File: src/design/lspg_pkg.sv
// ----------------------------------------------------------------------------
// lspg_pkg
// Types and constants shared by the light spot pointer gesture block.
// ----------------------------------------------------------------------------
package lspg_pkg;

   // request: one camera frame
   typedef struct packed {
      logic [11:0] spot_x;
      logic [11:0] spot_y;
      logic        spot_present;
      logic [15:0] spot_area;
   } req_type;

   // response: one pointer event
   typedef struct packed {
      logic [2:0]  event_kind;
      logic [11:0] event_x;
      logic [11:0] event_y;
      logic        last_event;
   } rsp_type;

   typedef struct packed {
      logic [15:0] area_limit;
      logic [23:0] near_radius_sq;
      logic [7:0]  hold_frames;
   } cfg_type;

   // work handed from the classifier to the event sequencer
   typedef enum logic [1:0] {
      JOB_LEFT_DOWN,
      JOB_LEFT_UP,
      JOB_MOVE,
      JOB_CLICK_MOVE
   } job_kind_type;

   typedef struct packed {
      job_kind_type kind;
      logic [11:0]  x;
      logic [11:0]  y;
   } job_type;

   localparam logic [2:0] EV_LEFT_DOWN  = 3'd0;
   localparam logic [2:0] EV_LEFT_UP    = 3'd1;
   localparam logic [2:0] EV_RIGHT_DOWN = 3'd2;
   localparam logic [2:0] EV_RIGHT_UP   = 3'd3;
   localparam logic [2:0] EV_MOVE       = 3'd4;

   localparam int CSR_INDEX_WIDTH = 2;
   localparam int CSR_DATA_WIDTH  = 24;

   localparam logic [CSR_INDEX_WIDTH-1:0] CSR_AREA_LIMIT     = 2'd0;
   localparam logic [CSR_INDEX_WIDTH-1:0] CSR_NEAR_RADIUS_SQ = 2'd1;
   localparam logic [CSR_INDEX_WIDTH-1:0] CSR_HOLD_FRAMES    = 2'd2;

   localparam logic [15:0] AREA_LIMIT_RESET     = 16'd1966;
   localparam logic [23:0] NEAR_RADIUS_SQ_RESET = 24'd100;
   localparam logic [7:0]  HOLD_FRAMES_RESET    = 8'd5;

   localparam logic [7:0] HOLD_COUNT_MAX = 8'hFF;

endpackage

File: src/design/light_spot_pointer_gestures.sv
// ----------------------------------------------------------------------------
// light_spot_pointer_gestures
// Turns tracked light spot frames into left click, right click and move
// pointer events.
//
//   channel   direction  handshake            payload
//   req_      in         req_valid/req_stall  lspg_pkg::req_type (one frame)
//   rsp_      out        rsp_valid/rsp_stall  lspg_pkg::rsp_type (one event)
//   csr_      in         csr_write_enable     csr_index, csr_write_data
//
// In the classifier, the first stage squares the offsets to the anchor and the
// second decides and updates the gesture state. A frame moves on to the second
// stage only once it is empty; requests stall while both stages are full.
// The sequencer sends one event per cycle unless the response is stalled, up
// to three per frame. Synchronous reset clears the control state and restores
// the register defaults; a stalled response holds while the queue takes jobs.
// ----------------------------------------------------------------------------
module light_spot_pointer_gestures #(
   parameter int QUEUE_DEPTH = 4
) (
   input  logic                                 clock,
   input  logic                                 reset,
   input  logic                                 req_valid,
   output logic                                 req_stall,
   input  lspg_pkg::req_type                    req_payload,
   output logic                                 rsp_valid,
   input  logic                                 rsp_stall,
   output lspg_pkg::rsp_type                    rsp_payload,
   input  logic                                 csr_write_enable,
   input  logic [lspg_pkg::CSR_INDEX_WIDTH-1:0] csr_index,
   input  logic [lspg_pkg::CSR_DATA_WIDTH-1:0]  csr_write_data
);

   logic [15:0]       area_limit_ff, area_limit_in;
   logic [23:0]       near_radius_sq_ff, near_radius_sq_in;
   logic [7:0]        hold_frames_ff, hold_frames_in;
   lspg_pkg::cfg_type cfg;

   logic              push_valid, push_ready;
   lspg_pkg::job_type push_job;
   logic              pop_valid, pop_ready;
   lspg_pkg::job_type pop_job;

   always_comb begin
      area_limit_in     = area_limit_ff;
      near_radius_sq_in = near_radius_sq_ff;
      hold_frames_in    = hold_frames_ff;
      if (csr_write_enable) begin
         case (csr_index)
            lspg_pkg::CSR_AREA_LIMIT: begin
               area_limit_in = csr_write_data[15:0];
            end
            lspg_pkg::CSR_NEAR_RADIUS_SQ: begin
               near_radius_sq_in = csr_write_data[23:0];
            end
            lspg_pkg::CSR_HOLD_FRAMES: begin
               hold_frames_in = csr_write_data[7:0];
            end
            default: begin
            end
         endcase
      end
   end

   always_ff @(posedge clock) begin
      if (reset) begin
         area_limit_ff     <= lspg_pkg::AREA_LIMIT_RESET;
         near_radius_sq_ff <= lspg_pkg::NEAR_RADIUS_SQ_RESET;
         hold_frames_ff    <= lspg_pkg::HOLD_FRAMES_RESET;
      end else begin
         area_limit_ff     <= area_limit_in;
         near_radius_sq_ff <= near_radius_sq_in;
         hold_frames_ff    <= hold_frames_in;
      end
   end

   assign cfg.area_limit     = area_limit_ff;
   assign cfg.near_radius_sq = near_radius_sq_ff;
   assign cfg.hold_frames    = hold_frames_ff;

   lspg_front u_front (
      .clock       (clock),
      .reset       (reset),
      .cfg         (cfg),
      .req_valid   (req_valid),
      .req_stall   (req_stall),
      .req_payload (req_payload),
      .push_valid  (push_valid),
      .push_job    (push_job),
      .push_ready  (push_ready)
   );

   lspg_queue #(
      .DEPTH (QUEUE_DEPTH)
   ) u_queue (
      .clock      (clock),
      .reset      (reset),
      .push_valid (push_valid),
      .push_job   (push_job),
      .push_ready (push_ready),
      .pop_valid  (pop_valid),
      .pop_job    (pop_job),
      .pop_ready  (pop_ready)
   );

   lspg_back u_back (
      .clock       (clock),
      .reset       (reset),
      .pop_valid   (pop_valid),
      .pop_job     (pop_job),
      .pop_ready   (pop_ready),
      .rsp_valid   (rsp_valid),
      .rsp_stall   (rsp_stall),
      .rsp_payload (rsp_payload)
   );

endmodule

File: src/design/lspg_front.sv
// ----------------------------------------------------------------------------
// lspg_front
// Takes frame requests, measures the distance to the anchor and classifies
// each frame into a gesture job for the event sequencer.
// ----------------------------------------------------------------------------
module lspg_front (
   input  logic              clock,
   input  logic              reset,
   input  lspg_pkg::cfg_type cfg,
   input  logic              req_valid,
   output logic              req_stall,
   input  lspg_pkg::req_type req_payload,
   output logic              push_valid,
   output lspg_pkg::job_type push_job,
   input  logic              push_ready
);

   // stage 1: captured frame
   logic              s1_valid_ff, s1_valid_in;
   lspg_pkg::req_type s1_req_ff;

   // stage 2: frame with squared offsets
   logic              s2_valid_ff, s2_valid_in;
   lspg_pkg::req_type s2_req_ff;
   logic              s2_small_ff;
   logic [23:0]       s2_sq_x_ff, s2_sq_y_ff;

   // gesture state
   logic              was_present_ff, was_present_in;
   logic [11:0]       anchor_x_ff, anchor_x_in;
   logic [11:0]       anchor_y_ff, anchor_y_in;
   logic [7:0]        hold_count_ff, hold_count_in;
   logic              blocked_ff, blocked_in;

   logic              req_accept;
   logic              s1_move;
   logic              s2_done;
   logic signed [12:0] dx, dy;
   logic signed [25:0] sq_x, sq_y;
   logic              s1_small;
   logic [24:0]       dist_sq;
   logic              near;
   logic [7:0]        hold_inc;
   logic [7:0]        hold_next;
   logic              press, release_evt, hold_evt;

   assign req_stall  = s1_valid_ff && s2_valid_ff;
   assign req_accept = req_valid && !req_stall;
   // stage 1 only moves on once the previous frame has updated the anchor
   assign s1_move    = s1_valid_ff && !s2_valid_ff;
   assign s2_done    = s2_valid_ff && push_ready;

   assign dx       = $signed({1'b0, s1_req_ff.spot_x} - {1'b0, anchor_x_ff});
   assign dy       = $signed({1'b0, s1_req_ff.spot_y} - {1'b0, anchor_y_ff});
   assign sq_x     = dx * dx;
   assign sq_y     = dy * dy;
   assign s1_small = s1_req_ff.spot_area < cfg.area_limit;

   assign dist_sq  = {1'b0, s2_sq_x_ff} + {1'b0, s2_sq_y_ff};
   assign near     = dist_sq < {1'b0, cfg.near_radius_sq};
   assign hold_inc = (hold_count_ff == lspg_pkg::HOLD_COUNT_MAX) ?
                     hold_count_ff : hold_count_ff + 8'd1;
   assign hold_next = near ? hold_inc : hold_count_ff;

   assign press       = s2_req_ff.spot_present && !was_present_ff && s2_small_ff;
   assign release_evt = !s2_req_ff.spot_present && was_present_ff && !blocked_ff;
   assign hold_evt    = s2_req_ff.spot_present && was_present_ff && s2_small_ff &&
                        !blocked_ff;

   always_comb begin
      s1_valid_in    = s1_valid_ff;
      s2_valid_in    = s2_valid_ff;
      was_present_in = was_present_ff;
      anchor_x_in    = anchor_x_ff;
      anchor_y_in    = anchor_y_ff;
      hold_count_in  = hold_count_ff;
      blocked_in     = blocked_ff;
      push_valid     = 1'b0;
      push_job.kind  = lspg_pkg::JOB_MOVE;
      push_job.x     = s2_req_ff.spot_x;
      push_job.y     = s2_req_ff.spot_y;

      if (req_accept) begin
         s1_valid_in = 1'b1;
      end else if (s1_move) begin
         s1_valid_in = 1'b0;
      end

      if (s1_move) begin
         s2_valid_in = 1'b1;
      end else if (s2_done) begin
         s2_valid_in = 1'b0;
      end

      if (s2_done) begin
         was_present_in = s2_req_ff.spot_present;
         if (press) begin
            hold_count_in = hold_inc;
            anchor_x_in   = s2_req_ff.spot_x;
            anchor_y_in   = s2_req_ff.spot_y;
            blocked_in    = 1'b0;
            push_valid    = 1'b1;
            push_job.kind = lspg_pkg::JOB_LEFT_DOWN;
         end else if (release_evt) begin
            hold_count_in = 8'd0;
            push_valid    = 1'b1;
            push_job.kind = lspg_pkg::JOB_LEFT_UP;
         end else if (hold_evt) begin
            push_valid = 1'b1;
            if (hold_next >= cfg.hold_frames) begin
               hold_count_in = 8'd0;
               blocked_in    = 1'b1;
               push_job.kind = lspg_pkg::JOB_CLICK_MOVE;
            end else begin
               hold_count_in = hold_next;
               push_job.kind = lspg_pkg::JOB_MOVE;
            end
         end
      end
   end

   always_ff @(posedge clock) begin
      if (reset) begin
         s1_valid_ff    <= 1'b0;
         s2_valid_ff    <= 1'b0;
         was_present_ff <= 1'b0;
         anchor_x_ff    <= 12'd0;
         anchor_y_ff    <= 12'd0;
         hold_count_ff  <= 8'd0;
         blocked_ff     <= 1'b0;
      end else begin
         s1_valid_ff    <= s1_valid_in;
         s2_valid_ff    <= s2_valid_in;
         was_present_ff <= was_present_in;
         anchor_x_ff    <= anchor_x_in;
         anchor_y_ff    <= anchor_y_in;
         hold_count_ff  <= hold_count_in;
         blocked_ff     <= blocked_in;
      end
   end

   always_ff @(posedge clock) begin
      if (req_accept) begin
         s1_req_ff <= req_payload;
      end
      if (s1_move) begin
         s2_req_ff   <= s1_req_ff;
         s2_small_ff <= s1_small;
         s2_sq_x_ff  <= sq_x[23:0];
         s2_sq_y_ff  <= sq_y[23:0];
      end
   end

endmodule

File: src/design/lspg_queue.sv
// ----------------------------------------------------------------------------
// lspg_queue
// Small job queue between the classifier and the event sequencer.
// ----------------------------------------------------------------------------
module lspg_queue #(
   parameter int DEPTH = 4
) (
   input  logic              clock,
   input  logic              reset,
   input  logic              push_valid,
   input  lspg_pkg::job_type push_job,
   output logic              push_ready,
   output logic              pop_valid,
   output lspg_pkg::job_type pop_job,
   input  logic              pop_ready
);

   localparam int PTR_WIDTH   = (DEPTH > 1) ? $clog2(DEPTH) : 1;
   localparam int COUNT_WIDTH = $clog2(DEPTH + 1);

   lspg_pkg::job_type         slot_ff [DEPTH];
   logic [PTR_WIDTH-1:0]      wr_ptr_ff, wr_ptr_in;
   logic [PTR_WIDTH-1:0]      rd_ptr_ff, rd_ptr_in;
   logic [COUNT_WIDTH-1:0]    count_ff, count_in;
   logic                      push_fire, pop_fire;

   assign push_ready = count_ff != COUNT_WIDTH'(DEPTH);
   assign pop_valid  = count_ff != '0;
   assign pop_job    = slot_ff[rd_ptr_ff];
   assign push_fire  = push_valid && push_ready;
   assign pop_fire   = pop_valid && pop_ready;

   always_comb begin
      wr_ptr_in = wr_ptr_ff;
      rd_ptr_in = rd_ptr_ff;
      count_in  = count_ff;
      if (push_fire) begin
         wr_ptr_in = (wr_ptr_ff == PTR_WIDTH'(DEPTH - 1)) ? '0 : wr_ptr_ff + PTR_WIDTH'(1);
      end
      if (pop_fire) begin
         rd_ptr_in = (rd_ptr_ff == PTR_WIDTH'(DEPTH - 1)) ? '0 : rd_ptr_ff + PTR_WIDTH'(1);
      end
      if (push_fire && !pop_fire) begin
         count_in = count_ff + COUNT_WIDTH'(1);
      end else if (pop_fire && !push_fire) begin
         count_in = count_ff - COUNT_WIDTH'(1);
      end
   end

   always_ff @(posedge clock) begin
      if (reset) begin
         wr_ptr_ff <= '0;
         rd_ptr_ff <= '0;
         count_ff  <= '0;
      end else begin
         wr_ptr_ff <= wr_ptr_in;
         rd_ptr_ff <= rd_ptr_in;
         count_ff  <= count_in;
      end
   end

   always_ff @(posedge clock) begin
      if (push_fire) begin
         slot_ff[wr_ptr_ff] <= push_job;
      end
   end

endmodule

File: src/design/lspg_back.sv
// ----------------------------------------------------------------------------
// lspg_back
// Expands each gesture job into one to three pointer events and holds them
// in the response register.
// ----------------------------------------------------------------------------
module lspg_back (
   input  logic              clock,
   input  logic              reset,
   input  logic              pop_valid,
   input  lspg_pkg::job_type pop_job,
   output logic              pop_ready,
   output logic              rsp_valid,
   input  logic              rsp_stall,
   output lspg_pkg::rsp_type rsp_payload
);

   logic              active_ff, active_in;
   lspg_pkg::job_type job_ff, job_in;
   logic [1:0]        step_ff, step_in;
   logic              rsp_valid_ff, rsp_valid_in;
   lspg_pkg::rsp_type rsp_payload_ff, rsp_payload_in;

   lspg_pkg::rsp_type ev;
   logic              out_free;

   assign out_free    = !rsp_valid_ff || !rsp_stall;
   assign rsp_valid   = rsp_valid_ff;
   assign rsp_payload = rsp_payload_ff;

   // event for the current step of the job
   always_comb begin
      ev.event_x    = job_ff.x;
      ev.event_y    = job_ff.y;
      ev.event_kind = lspg_pkg::EV_MOVE;
      ev.last_event = 1'b1;
      case (job_ff.kind)
         lspg_pkg::JOB_LEFT_DOWN: begin
            ev.event_kind = lspg_pkg::EV_LEFT_DOWN;
         end
         lspg_pkg::JOB_LEFT_UP: begin
            ev.event_kind = lspg_pkg::EV_LEFT_UP;
         end
         lspg_pkg::JOB_CLICK_MOVE: begin
            case (step_ff)
               2'd0: begin
                  ev.event_kind = lspg_pkg::EV_RIGHT_DOWN;
                  ev.last_event = 1'b0;
               end
               2'd1: begin
                  ev.event_kind = lspg_pkg::EV_RIGHT_UP;
                  ev.last_event = 1'b0;
               end
               default: begin
                  ev.event_kind = lspg_pkg::EV_MOVE;
               end
            endcase
         end
         default: begin
            ev.event_kind = lspg_pkg::EV_MOVE;
         end
      endcase
   end

   assign pop_ready = !active_ff || (out_free && ev.last_event);

   always_comb begin
      active_in      = active_ff;
      job_in         = job_ff;
      step_in        = step_ff;
      rsp_valid_in   = rsp_valid_ff;
      rsp_payload_in = rsp_payload_ff;

      if (out_free) begin
         rsp_valid_in = active_ff;
         if (active_ff) begin
            rsp_payload_in = ev;
            if (ev.last_event) begin
               active_in = 1'b0;
            end else begin
               step_in = step_ff + 2'd1;
            end
         end
      end

      // next job loads as the last event of this one goes out
      if (pop_valid && pop_ready) begin
         active_in = 1'b1;
         job_in    = pop_job;
         step_in   = 2'd0;
      end
   end

   always_ff @(posedge clock) begin
      if (reset) begin
         active_ff    <= 1'b0;
         step_ff      <= 2'd0;
         rsp_valid_ff <= 1'b0;
      end else begin
         active_ff    <= active_in;
         step_ff      <= step_in;
         rsp_valid_ff <= rsp_valid_in;
      end
   end

   always_ff @(posedge clock) begin
      job_ff         <= job_in;
      rsp_payload_ff <= rsp_payload_in;
   end

endmodule

File: config.mk
export PLATFORM = sky130hd
export DESIGN_NAME = light_spot_pointer_gestures
export DESIGN_NICKNAME = d
export VERILOG_FILES = /design/src/design/lspg_pkg.sv /design/src/design/light_spot_pointer_gestures.sv /design/src/design/lspg_front.sv /design/src/design/lspg_queue.sv /design/src/design/lspg_back.sv
export SDC_FILE = /design/constraint.sdc
export NUM_CORES = 1
export LEC_CHECK = 0
export BUFFER_PORTS_ARGS = -buffer_cell sky130_fd_sc_hd__buf_2
export CAP_MARGIN = 25
export CORE_MARGIN = 1.5
export CORE_UTILIZATION = 40
export CTS_CLUSTER_DIAMETER = 30
export DETAILED_ROUTE_END_ITERATION = 16
export PLACE_DENSITY = 0.65
export REMOVE_ABC_BUFFERS = 1
export SYNTH_ARGS = -nofsm -noshare
export SYNTH_HDL_FRONTEND = slang
export SYNTH_SLANG_ARGS = --single-unit
File: constraint.sdc
create_clock -name clock -period 8.7 [get_ports clock]
set_input_delay 0.87 -clock clock [delete_from_list [all_inputs] [get_ports clock]]
set_output_delay 0.87 -clock clock [all_outputs]
set_load 0.02 [all_outputs]
# ---- Yosys cells after proc, flatten, opt, wreduce, memory -nomap -nowiden
# Memory sizes are Yosys's and may differ from the RTL's. A register that Yosys moved wholly into a read port is not among the register bits.
# Cells that the tools add are included.
dict set report classes {
  bitwise_logic 1
  shift 0
  div 0
  eq_ne 10
  addsub 9
  mul 2
  reduce_logical 49
  magnitude_cmp 3
  n_mux 37
}
# cell n
set ops {}
lappend ops {{$mul 13x13->24} 2}
lappend ops {{$mux 8} 6}
lappend ops {{$sub 12x12->13} 2}
lappend ops {{$add 24x24->25} 1}
lappend ops {{$lt 25x24->1} 1}
lappend ops {{$mux 1} 21}
lappend ops {{$logic_and 1x1->1} 16}
lappend ops {{$lt 16x16->1} 1}
lappend ops {{$mux 2} 6}
lappend ops {{$reduce_and 2->1} 6}
lappend ops {{$reduce_bool 2->1} 6}
lappend ops {{$logic_not 1->1} 10}
lappend ops {{$pmux 3 s3} 1}
lappend ops {{$add 8x1->8 const B} 1}
lappend ops {{$eq 2x2->1 const B} 4}
lappend ops {{$eq 8x8->1 const B} 1}
lappend ops {{$ge 8x8->1} 1}
lappend ops {{$add 2x1->2 const B} 3}
lappend ops {{$eq 2x1->1 const B} 3}
lappend ops {{$logic_not 2->1} 3}
lappend ops {{$mux 3} 2}
lappend ops {{$pmux 3 s2} 1}
lappend ops {{$reduce_bool 3->1} 2}
lappend ops {{$reduce_and 4->1} 1}
lappend ops {{other kinds (8)} 10}
dict set report word_totals {
  regBits 238
  ram_bits 104
  latchBits 0
  mem_bits_ro 0
  output_inout_bits 30
  inputBits 72
  n_memories 1
}
# memory depth word_bits rd rd_ports_with_merged_regs wr line
set memory_table {}
lappend memory_table {u_queue.slot_ff 4 26 1 1 1 lspg_queue.sv:21} ;# lspg_pkg::job_type slot_ff [DEPTH];

# ---- Logic depth before layout (Yosys ltp)
# Gate-level depths: netlist of the first run.
dict set report logic_depth {
  ltp_word 12
  mapped_depth 32
  mapped_depth_nobuf 31
}

# ---- By module
# From an unflattened synthesis of the first run, not the netlist that was laid out.
dict set report hier_totals {
  hier_cells 2404
  area_unflattened_um2 27022.2
}
# mod n_inst cells_per_inst area_per_inst_um2
set modules_own_cells {}
lappend modules_own_cells {lspg_front 1 1940 18919.4}
lappend modules_own_cells {lspg_queue 1 184 4225.3}
lappend modules_own_cells {light_spot_pointer_gestures 1 197 2010.7}
lappend modules_own_cells {lspg_back 1 83 1866.8}

# ---- Worst setup path before layout of the first run
# OpenSTA, ideal clock, no wires.
dict set report synth_path {
  kind {register to register}
  from {register u_front.anchor_y_ff[1]}
  to {register u_front.s2_sq_y_ff[23] (data pin)}
  path_stages_with_launch 32
  setup_time_ns 0.264
  t_arrival_ns 7.097
  setup_slack_ns 1.339
  path_cell_list {dfxtp_1 -> inv_1 -> ha_1 -> nor2b_1 -> o21a_1 -> o21ai_1 -> a21oi_1 -> a41oi_1 -> nor2b_1 -> xor2_1 -> clkinv_1 -> nand2_1 -> inv_1 -> ha_1 -> xnor2_1 -> fa_1 -> inv_1 -> fa_1 -> fa_1 -> fa_1 -> inv_1 -> fa_1 -> inv_1 -> ha_1 -> o21a_1 -> a21oi_1 -> o2111ai_1 -> a31oi_1 -> nor2b_1 -> o21a_1 -> o41ai_2 -> xnor2_1}
}
dict set report synth_via {
  elab_chain_len 2
}
# item line
set synth_lines {}
lappend synth_lines {{start: declaration} lspg_front.sv:31} ;# logic [11:0] anchor_y_ff, anchor_y_in;
lappend synth_lines {{start signal: assignment} lspg_front.sv:136} ;# anchor_y_ff <= anchor_y_in;
lappend synth_lines {{$sub 12x12->13} lspg_front.sv:54} ;# assign dy = $signed({1'b0, s1_req_ff.spot_y} - {1'b0, anchor_y_ff});
lappend synth_lines {{$mul 13x13->24} lspg_front.sv:56} ;# assign sq_y = dy * dy;
lappend synth_lines {{net u_front.sq_y[23]} lspg_front.sv:39} ;# logic signed [25:0] sq_x, sq_y;
lappend synth_lines {{end signal: assignment} lspg_front.sv:150} ;# s2_sq_y_ff <= sq_y[23:0];
lappend synth_lines {{end: declaration} lspg_front.sv:26} ;# logic [23:0] s2_sq_x_ff, s2_sq_y_ff;
# The timed path passes the listed nets, and every way through them passes these cells.
# A chain may end at the register's enable or synchronous reset.

# ---- Worst setup path in the final report of the first run
dict set report layout_path {
  from {register u_front.s1_req_ff[17] (netlist bit)}
  to {register u_front.s2_sq_y_ff[23] (data pin)}
}
dict set report layout_via {
  elab_chain_len 2
}
# item line
set layout_lines {}
lappend layout_lines {{start: declaration} lspg_front.sv:20} ;# lspg_pkg::req_type s1_req_ff;
lappend layout_lines {{start signal: assignment} lspg_front.sv:144} ;# s1_req_ff <= req_payload;
lappend layout_lines {{$sub 12x12->13} lspg_front.sv:54}
lappend layout_lines {{$mul 13x13->24} lspg_front.sv:56}
lappend layout_lines {{net u_front.sq_y[23]} lspg_front.sv:39}
# The timed path passes the listed nets, and every way through them passes these cells.

==> summary.txt, run 1 <==
Setup path
  – Worst path slowest cell: xnor2_1
  – Reg2reg end: u_front.s2_sq_y_ff[23]
  – Data arrival time of the critical path: ~8.5 ns
  – Crit path kind: reg2reg
  – Startpoint class of the critical path: flop
  – Crit path largest cell delay: ~0.76 ns
  – Critical Path Sink: u_front.s2_sq_y_ff[23]
  – R2r worst-path depth: 29
  – CP most frequent cell: fa_1
  – CP Capture Type: flop
  – Flop2flop setup slack: 0.48 ns
  – Worst-path fanout max: 8
  – Critical R2R Launch: u_front.s1_req_ff[17]
  – Critical path startpoint: u_front.s1_req_ff[17]
  – Crit path required time: about 9 ns

Place
  – Inst Count DP: 3,280
  – PortBufs: 101
  – GP Congestion: between 0.9 and 1
  – Final HPWL DP: roughly 43,000 um

Layout
  – Share of cells above drive strength 1: about an eighth
  – Fill cells: roughly 5,800
  – Area of the multi-input gates: between 0.01 and 0.015 sq mm
  – Most common cell after layout, fill and taps aside: inv_1
  – Ant. Diodes: 0
  – Layout area overhead: 15.4%
  – Register area: approximately 0.01 sq mm
  – Non-Filler Instances: 3,411
  – Layout net count: roughly 3,000
  – Commonest cells after routing, fill and taps aside: inv_1, edfxtp_1, fa_1

Global route
  – Initial antenna violation count: 0
  – Total grt overflow: 0
  – Largest net degree at the start of global routing: 84
  – First-pass GRT wire length: about 93,000 um
  – GRT Total Usage: between 10% and 20%
  – Number of global-route vias before repair: around 18,000

Clock tree
  – CTS buffer count: 70
  – Cts hold-fix bufs: 0
  – Clock Path Buffers: 3
  – Root buffer cell: clkbuf_16
  – Clock latency on the worst-skew pair: a little under 0.6 ns
  – CTS H-Tree Depth: 3
  – Post-CTS resize count: 0
  – Postcts setup bufs: 0
  – Clock sink total: approximately 370
  – Clk slew on worst S/H paths: approximately 0.05 ns
  – CTS tree: built

Route
  – Routed WL: around 55,000 um
  – Starting DRT DRC Count: 825
  – Routed WL per cell: roughly 16 um
  – DRC: 0
  – Vias per Instance: roughly 5.0
  – Via count: ~17,000
  – Antenna Nets Post-Route: 0
  – DRT Pass-1 Iters: 5

Outcome
  – Status: finished, final reports clean

STA
  – Min Tclk post-route: 8.22 ns
  – Post-route setup TNS: 0 ns
  – Worst Tran Pin Value: about 0.99 ns
  – Slew headroom: 33.9%
  – Final Hold Fails: 0
  – RSZ-0062 raised after global routing: false
  – Max Freq: between 100 and 150 MHz
  – Clock skew: between 0.02 and 0.03 ns
  – Pins Over Slew Limit: 0
  – Final worst-path cycle share: a little over nine tenths
  – Endpoints failing setup: 0

Floorplanning
  – Die width: ~260 um
  – Std-Cell Rows: between 90 and 100
  – Die ar.: 0.0669 sq mm
  – Core box area: roughly 0.064 sq mm
  – Io pins: about 100
  – Initial core utilization: between 40% and 50%
  – Chip height: 259 um

Logic synthesis
  – Cell variety after synth: 76
  – Gate Count Post-Synth: 2,340
  – Sequential fraction of the synthesis area: between 30% and 40%
  – Ys flop type: edfxtp_1
  – Share of flip-flops with an asynchronous set or reset: 0%
  – Avg Synthesized Cell Area: between 10 and 15 sq um
  – Yosys warning total: 0
  – Post-synth EDFFs: 271
  – Post-synthesis register bit count: approximately 370
  – Mapped Area: 0.0261 sq mm

Flow run
  – Max cap viols: 0

Min path
  – Hold WC Path Type: reg2reg
==> synth_stat cells (all sizes together), types with 16 or more instances <==
cell type / n / share of area (%)
inv: 425 / 6.1
edfxtp: 271 / 31
fa: 263 / 20
nand2: 243 / 3.5
ha: 235 / 11
nor2: 146 / 2.1
a21oi: 118 / 2.3
dfxtp: 95 / 7.3
xnor2: 81 / 2.7
clkbuf: 41 / 0.59
o21ai: 38 / 0.74
nand2b: 33 / 0.79
nor3: 33 / 0.63
xor2: 29 / 0.97
a21o: 28 / 0.80
mux4: 26 / 2.2
nor2b: 25 / 0.60
o21a: 24 / 0.69
and2: 19 / 0.47
o211ai: 16 / 0.46
==> logic make-up after synthesis <==
kind of cell | after synthesis | share of synthesized area (%)
simple gates | 555 | 9.45
other cells | 1 | 0.0144
xor+xnor | 110 | 3.69
flops | 366 | 38.4
mux | 40 | 2.79
fa+ha+maj | 498 | 31.4
buf+inv | 479 | 6.91
compound gates | 291 | 7.32
==> layer usage <==
layer	vias up	track usage, %	wire length, um
li1	8032	-	-
met1	8428	22.6	24500
met2	349	29.4	27600
met3	86	2.64	2110
met4	0	6.01	1350
met5	-	0	0
==> registers in the layout, indices dropped and copies added, names as in the netlist, 3 cells and up <==
| name | cells |
|---|---|
| u_queue.slot_ff | 104 |
| u_front.s1_req_ff | 41 |
| u_back.rsp_payload | 28 |
| near_radius_sq_ff | 24 |
| u_back.ev | 24 |
| u_front.push_job | 24 |
| u_front.s2_sq_x_ff | 23 |
| u_front.s2_sq_y_ff | 23 |
| area_limit_ff | 16 |
| u_front.anchor_x_ff | 12 |
| u_front.anchor_y_ff | 12 |
| hold_frames_ff | 8 |
| u_front.hold_count_ff | 8 |
| u_queue.count_ff | 3 |
==> per-stage QoR <==
| step | hold WS [ns] | util (%) | instance area, sq um | setup WS [ns] |
|---|---|---|---|---|
| final | 0.402 | 46.8 | 30200 | 0.480 |
| after global routing | 0.415 | 46.8 | 30200 | 0.0451 |
| after floorplan | 0.400 | - | 25900 | 1.34 |
| after global placement | 0.403 | 43.1 | 27800 | 0.830 |
| after detailed placement | 0.406 | 43.1 | 27800 | 0.650 |
| after CTS | 0.404 | 46.7 | 30100 | 0.519 |
==> worst min-delay path by stage <==
stage / from / to / slack (ns) / cells after the start
6_report: u_back.ev[15] / u_back.rsp_payload[15] / 0.40 / 0
5_1_grt: u_back.ev[15] / u_back.rsp_payload[15] / 0.41 / 0
4_1_cts: u_back.ev[15] / u_back.rsp_payload[15] / 0.40 / 0
3_5_place_dp: u_front.s1_req_ff[16] / u_front.s2_req_ff[16] / 0.41 / 0
3_3_place_gp: u_back.ev[5] / u_back.rsp_payload[5] / 0.40 / 0
2_1_floorplan: u_back.ev[10] / u_back.rsp_payload[10] / 0.40 / 0
==> critical path, delay by kind of cell, from the launching register on <==
kind / cells / cell delay (ns)
flip-flops: 1 / 0.36
buffers and inverters: 4 / 0.22
XOR/XNOR: 2 / 0.89
AO/OA/AOI/OAI: 10 / 2.02
AND/OR/NAND/NOR: 4 / 0.57
adder cells (fa/ha/maj): 9 / 3.86
==> area by class of cell <==
class	instances	share of cell area, %
repair buffers	137	2.75
well taps	855	3.55
clock inverters	35	1.36
multi-input cells	1495	47.4
clock buffers	92	6.25
flip-flops and latches	366	33.3
inverters	431	5.36
Power of run 1 is not shown: default switching activity piles up to over one toggle a cycle in this logic, so the estimate is an artifact.
==> inputs of run 2 (changes only) <==
--- a/config.mk
+++ b/config.mk
@@ -7,11 +7,10 @@
 export LEC_CHECK = 0
 export BUFFER_PORTS_ARGS = -buffer_cell sky130_fd_sc_hd__buf_2
 export CAP_MARGIN = 25
-export CORE_MARGIN = 1.5
 export CORE_UTILIZATION = 40
 export CTS_CLUSTER_DIAMETER = 30
 export DETAILED_ROUTE_END_ITERATION = 16
-export PLACE_DENSITY = 0.65
+export PLACE_DENSITY = 0.58
 export REMOVE_ABC_BUFFERS = 1
 export SYNTH_ARGS = -nofsm -noshare
 export SYNTH_HDL_FRONTEND = slang
==> summary.txt, run 2 (synthesized netlist as in run 1, its figures left out) <==
Clock tree
  – Post-CTS resize count: 0 (unchanged)
  – Clk slew on worst S/H paths: 0.05 ns (about the same)
  – Postcts setup bufs: 0 (unchanged)
  – Cts hold-fix bufs: 0 (unchanged)
  – Root buffer cell: clkbuf_16
  – Clock sink total: 366 (unchanged)
  – CTS H-Tree Depth: 3 (unchanged)
  – Clock latency on the worst-skew pair: 0.61 ns (+0.02 ns)
  – CTS tree: built
  – Clock Path Buffers: 3 (unchanged)
  – CTS buffer count: 73 (+4.3%)

Setup path
  – Data arrival time of the critical path: 8.39 ns (-0.14 ns)
  – CP most frequent cell: fa_1
  – Reg2reg end: u_front.s2_sq_y_ff[23]
  – Worst path slowest cell: fa_1
  – Critical R2R Launch: u_front.s1_req_ff[17]
  – Flop2flop setup slack: 0.66 ns (+0.18 ns)
  – Worst-path fanout max: 8 (unchanged)
  – Crit path largest cell delay: 0.54 ns (-0.22 ns)
  – Startpoint class of the critical path: flop
  – CP Capture Type: flop
  – R2r worst-path depth: 29 (unchanged)
  – Crit path kind: reg2reg
  – Crit path required time: 9.05 ns (+0.04 ns)

Floorplanning
  – Io pins: 102 (unchanged)
  – Core box area: 0.0645 sq mm (unchanged)
  – Chip height: 258 um (-0.39%)
  – Std-Cell Rows: 93 (unchanged)
  – Die width: 258 um (-0.39%)
  – Die ar.: 0.0664 sq mm (-0.77%)
  – Initial core utilization: 40.5% (unchanged)

STA
  – Slew headroom: 37.9% (+4.0 points)
  – Min Tclk post-route: 8.04 ns (-0.176 ns)
  – Worst Tran Pin Value: 0.929 ns (-0.0617 ns)
  – Final Hold Fails: 0 (unchanged)
  – Final worst-path cycle share: 92.5% (-2.0 points)
  – Pins Over Slew Limit: 0 (unchanged)
  – RSZ-0062 raised after global routing: false
  – Post-route setup TNS: 0 ns (unchanged)
  – Endpoints failing setup: 0 (unchanged)
  – Max Freq: 124 MHz (+2.2%)
  – Clock skew: 0.0278 ns (+0.000679 ns)

Global route
  – Largest net degree at the start of global routing: 49 (-42%)
  – Number of global-route vias before repair: 17,800 (-1.5%)
  – GRT Total Usage: 17.7% (+0.35 points)
  – First-pass GRT wire length: 93,300 um (+0.66%)
  – Total grt overflow: 0 (unchanged)
  – Initial antenna violation count: 1 (+1)

Place
  – GP Congestion: 0.851 (-6.0%)
  – PortBufs: 101 (unchanged)
  – Final HPWL DP: 44,000 um (+2.3%)

Route
  – Via count: 16,800 (-0.70%)
  – Antenna Nets Post-Route: 0 (unchanged)
  – Routed WL per cell: 16.4 um (+0.99%)
  – Starting DRT DRC Count: 830 (+0.61%)
  – Vias per Instance: 4.91 (-0.94%)
  – Routed WL: 56,200 um (+1.2%)
  – DRT Pass-1 Iters: 6 (+1)
  – DRC: 0 (unchanged)

Min path
  – Hold WC Path Type: reg2reg
  – Worst Hold End: u_back.rsp_payload[22]
  – Hold_sp: u_back.ev[22]
  – Worst hold path cell count: 0 (unchanged)

Flow run
  – Max cap viols: 0 (unchanged)

Layout
  – Ant. Diodes: 0 (unchanged)
  – Max reg flops: 104 (unchanged)
  – Commonest cells after routing, fill and taps aside: inv_1, edfxtp_1, fa_1
  – Most common cell after layout, fill and taps aside: inv_1
  – Layout area overhead: 16.5%
  – Share of cells above drive strength 1: 13.2% (+1.0 points)
  – Layout net count: 3,073 (+0.065%)
  – Most flops, register: u_queue.slot_ff

Outcome
  – Status: finished, final reports clean
[run 2: changes by cell type in the layout (fill, tap and decap cells not counted), sizes merged]
cell and change:
clkinv +6, inv +6, buf -1, clkbuf -9, clkinvlp +6
[run 2: area by class of cell]
type,instances,area (sq um)
clock buffer,83,1990
clock inverter,53,624
fill,5857,34000
inverter,431,1620
multi-input combinational,1495,14300
sequential,366,10000
tap,855,1070
timing repair buffer,136,801
[run 2: critical path: cells and delay by family (launching register included)]
family | cells | cell delay (ns)
adder cells (fa/ha/maj) | 9 | 3.78
AO/OA/AOI/OAI | 10 | 2.08
XOR/XNOR | 2 | 0.64
buffers and inverters | 5 | 0.52
flip-flops | 1 | 0.38
AND/OR/NAND/NOR | 3 | 0.36
[run 2: worst max-delay path by stage]
stage          slack, ns              startpoint                      to  depth (start not counted)
2_1_floorplan       1.34  u_front.anchor_y_ff[1]  u_front.s2_sq_y_ff[23]                         31
3_3_place_gp        0.68   u_front.s1_req_ff[17]  u_front.s2_sq_y_ff[23]                         30
3_5_place_dp        0.60   u_front.s1_req_ff[17]  u_front.s2_sq_y_ff[23]                         30
4_1_cts             0.57   u_front.s1_req_ff[17]  u_front.s2_sq_y_ff[23]                         30
5_1_grt             0.02   u_front.s1_req_ff[17]  u_front.s2_sq_y_ff[23]                         29
6_report            0.66   u_front.s1_req_ff[17]  u_front.s2_sq_y_ff[23]                         29
[run 2: through the flow]
stage	hold slack [ns]	cells	worst slack, ns	utilization, %	instance area (sq um)
floorplan	0.400	2292	1.34	-	25900
global placement	0.401	3280	0.684	43.1	27800
detailed placement	0.405	3281	0.597	43.1	27800
CTS	0.408	3417	0.568	47.2	30400
global route	0.416	3419	0.0166	47.2	30400
finish	0.419	3419	0.656	47.2	30400
[run 2: per-layer routing]
layer	wire length, um	vias up	global-route usage (%)
met2	27900	308	29.8
met3	2160	73	2.57
met5	0	-	0
li1	-	8062	-
met4	1130	0	5.14
met1	25000	8333	23.6
Power of run 2 is left out for the same reason.
==> inputs of run 3 (changes only) <==
--- a/config.mk
+++ b/config.mk
@@ -5,13 +5,13 @@
 export SDC_FILE = /design/constraint.sdc
 export NUM_CORES = 1
 export LEC_CHECK = 0
+export ABC_AREA = 1
 export BUFFER_PORTS_ARGS = -buffer_cell sky130_fd_sc_hd__buf_2
 export CAP_MARGIN = 25
 export CORE_UTILIZATION = 40
 export CTS_CLUSTER_DIAMETER = 30
 export DETAILED_ROUTE_END_ITERATION = 16
 export PLACE_DENSITY = 0.58
-export REMOVE_ABC_BUFFERS = 1
 export SYNTH_ARGS = -nofsm -noshare
 export SYNTH_HDL_FRONTEND = slang
 export SYNTH_SLANG_ARGS = --single-unit
==> summary.txt, run 3 <==
Layout
  – Commonest cells after routing, fill and taps aside: inv_1, nand2_1, edfxtp_1
  – Max reg flops: 104 (unchanged)
  – Ant. Diodes: 0 (unchanged)
  – Most common cell after layout, fill and taps aside: inv_1
  – Most flops, register: u_queue.slot_ff
  – Layout area overhead: 15.6%
  – Fill cells: 6,178 (+5.5%)
  – Layout net count: 3,378 (+9.9%)
  – Share of cells above drive strength 1: 11.0% (-2.2 points)

Global route
  – Number of global-route vias before repair: 19,400 (+8.4%)
  – Total grt overflow: 0 (unchanged)
  – First-pass GRT wire length: 99,300 um (+6.4%)
  – GRT Total Usage: 18.4% (+0.75 points)
  – Initial antenna violation count: 0 (-1)
  – Largest net degree at the start of global routing: 58 (+18%)

Logic synthesis
  – Yosys top cell area share: 30.5% (-0.66 points)
  – Ys flop type: edfxtp_1
  – Share of flip-flops with an asynchronous set or reset: 0% (unchanged)
  – Most common cell in the netlist: inv_1
  – Mapped Area: 0.0267 sq mm (+2.1%)
  – Most instantiated cells after synthesis: inv_1, nand2_1, edfxtp_1
  – Avg Synthesized Cell Area: 10.0 sq um (-10%)
  – Cell variety after synth: 56 (-26%)
  – Yosys warning total: 0 (unchanged)
  – Sequential fraction of the synthesis area: 37.6% (-0.81 points)
  – Area contributors post-synth: edfxtp_1, fa_1, ha_1
  – Area leader, netlist: edfxtp_1
  – Post-synth EDFFs: 271 (unchanged)
  – Post-synthesis register bit count: 366 (unchanged)
  – Gate Count Post-Synth: 2,663 (+14%)
  – Synthesized Nets: between 3,000 and 4,000

Clock tree
  – Postcts setup bufs: 0 (unchanged)
  – CTS tree: built
  – Clock latency on the worst-skew pair: 0.60 ns (about the same)
  – Post-CTS resize count: 0 (unchanged)
  – Root buffer cell: clkbuf_16
  – Clock sink total: 366 (unchanged)
  – Clock Path Buffers: 3 (unchanged)
  – Clk slew on worst S/H paths: 0.05 ns (about the same)
  – CTS H-Tree Depth: 3 (unchanged)
  – CTS buffer count: 78 (+6.8%)
  – Cts hold-fix bufs: 0 (unchanged)

Place
  – PortBufs: 101 (unchanged)
  – GP Congestion: 0.884 (+3.8%)
  – Setup Slack @ Placement: 1.13 ns (+0.532 ns)
  – Final HPWL DP: 46,800 um (+6.3%)

Setup path
  – Crit path largest cell delay: 0.72 ns (+0.18 ns)
  – Data arrival time of the critical path: 7.88 ns (-0.51 ns)
  – Crit path kind: reg2reg
  – Critical R2R Launch: u_front.s1_req_ff[29]
  – CP Capture Type: flop
  – Critical path startpoint: u_front.s1_req_ff[29]
  – Crit path required time: 9.03 ns (-0.02 ns)
  – Worst-path fanout max: 15 (+7)
  – R2r worst-path depth: 28 (-3.4%)
  – Startpoint class of the critical path: flop
  – Worst path slowest cell: fa_1

Route
  – Starting DRT DRC Count: 947 (+14%)
  – DRC: 0 (unchanged)
  – Via count: 18,300 (+9.1%)
  – DRT Pass-1 Iters: 5 (-1)
  – Antenna Nets Post-Route: 0 (unchanged)
  – Routed WL: 59,900 um (+6.6%)
  – Routed WL per cell: 16.0 um (-2.4%)
  – Vias per Instance: 4.90 (-0.18%)

STA
  – Final Worst Setup Slack: 1.15 ns (+0.495 ns)
  – RSZ-0062 raised after global routing: false
  – Min Tclk post-route: 7.55 ns (-0.495 ns)
  – Pins Over Slew Limit: 0 (unchanged)
  – Post-route setup TNS: 0 ns (unchanged)
  – Hold WS: 0.413 ns (-0.00553 ns)
  – Worst Tran Pin Value: 0.996 ns (+0.0671 ns)
  – Endpoints failing setup: 0 (unchanged)
  – Slew headroom: 33.2% (-4.7 points)
  – Clock skew: 0.0227 ns (-0.00515 ns)
  – Final worst-path cycle share: 86.8% (-5.7 points)
  – Final Hold Fails: 0 (unchanged)
  – Max Freq: 132 MHz (+6.6%)

Outcome
  – Status: finished, final reports clean

Floorplanning
  – Core box area: 0.0659 sq mm (+2.2%)
  – Std-Cell Rows: 94 (+1.1%)
  – Initial core utilization: 40.5% (about the same)
  – Io pins: 102 (unchanged)
  – Die width: 260 um (+1.1%)
  – Chip height: 260 um (+1.1%)
  – Die ar.: 0.0678 sq mm (+2.1%)

Flow run
  – Max cap viols: 0 (unchanged)

Min path
  – Worst hold path cell count: 0 (unchanged)
  – Hold WC Path Type: reg2reg
  – Hold_sp: u_back.ev[20]
-- run 3: cell types whose count changed after synthesis, sizes merged, moves of 26 or more --
cell	delta
nor2	+95
xor2	+34
mux4	-26
inv	+118
nand3	+46
o21ai	+143
nand2b	-33
xnor2	-45
nand2	+43
a21oi	+78
-- run 3: logic make-up after synthesis --
logic type,after synthesis,synth area share (%)
other,1,0.0140
AOI/OAI and AO/OA,471,9.90
xor gates and xnor gates,99,3.45
buffers and inverters,594,8.39
DFF,366,37.6
adders and majority gates,498,30.7
and+or+nand+nor,634,9.90
-- run 3: final timing paths --
| check | to | slack, ns |
|---|---|---|
| worst max-delay path | u_front.s2_sq_x_ff[23] | 1.15 |
| worst max register to register | u_front.s2_sq_x_ff[23] | 1.15 |
| worst min register to register | u_back.rsp_payload[20] | 0.41 |
| worst min-delay path | u_back.rsp_payload[20] | 0.41 |
-- run 3: metrics by stage --
stage	instances	instance area (sq um)	util, %
after floorplan	2663	26700	-
after global routing	3736	30900	46.8
after CTS	3736	30900	46.8
after global placement	3592	28200	42.9
after detailed placement	3592	28200	42.9
final	3736	30900	46.8
-- run 3: routing by layer --
layer | share of wire, % | vias up | GRT usage (%) | wire length [um]
met2 | 50 | 295 | 31.6 | 29900
li1 | - | 8943 | - | -
met1 | 45 | 8993 | 24.4 | 27000
met5 | 0 | - | 0 | 0
met3 | 3.4 | 68 | 2.64 | 2010
met4 | 1.6 | 0 | 4.76 | 954
-- run 3: worst max-delay path, delay by kind of cell (launching register included) --
kind,cells,cell delay [ns]
fa+ha+maj,9,3.91
simple gates,12,1.36
buf+inv,3,0.55
flops,1,0.34
compound gates,4,1.12
-- run 3: layout make-up --
| cell class | instances | area (sq um) | area share (%) |
|---|---|---|---|
| clock buffer | 97 | 2080 | 6.76 |
| clock inverter | 47 | 536 | 1.74 |
| inverter | 545 | 2050 | 6.63 |
| multi-input combinational | 1703 | 14500 | 46.9 |
| sequential | 366 | 10000 | 32.5 |
| tap | 864 | 1080 | 3.50 |
| timing repair buffer | 114 | 603 | 1.95 |
Power of run 3 is left out for the same reason.
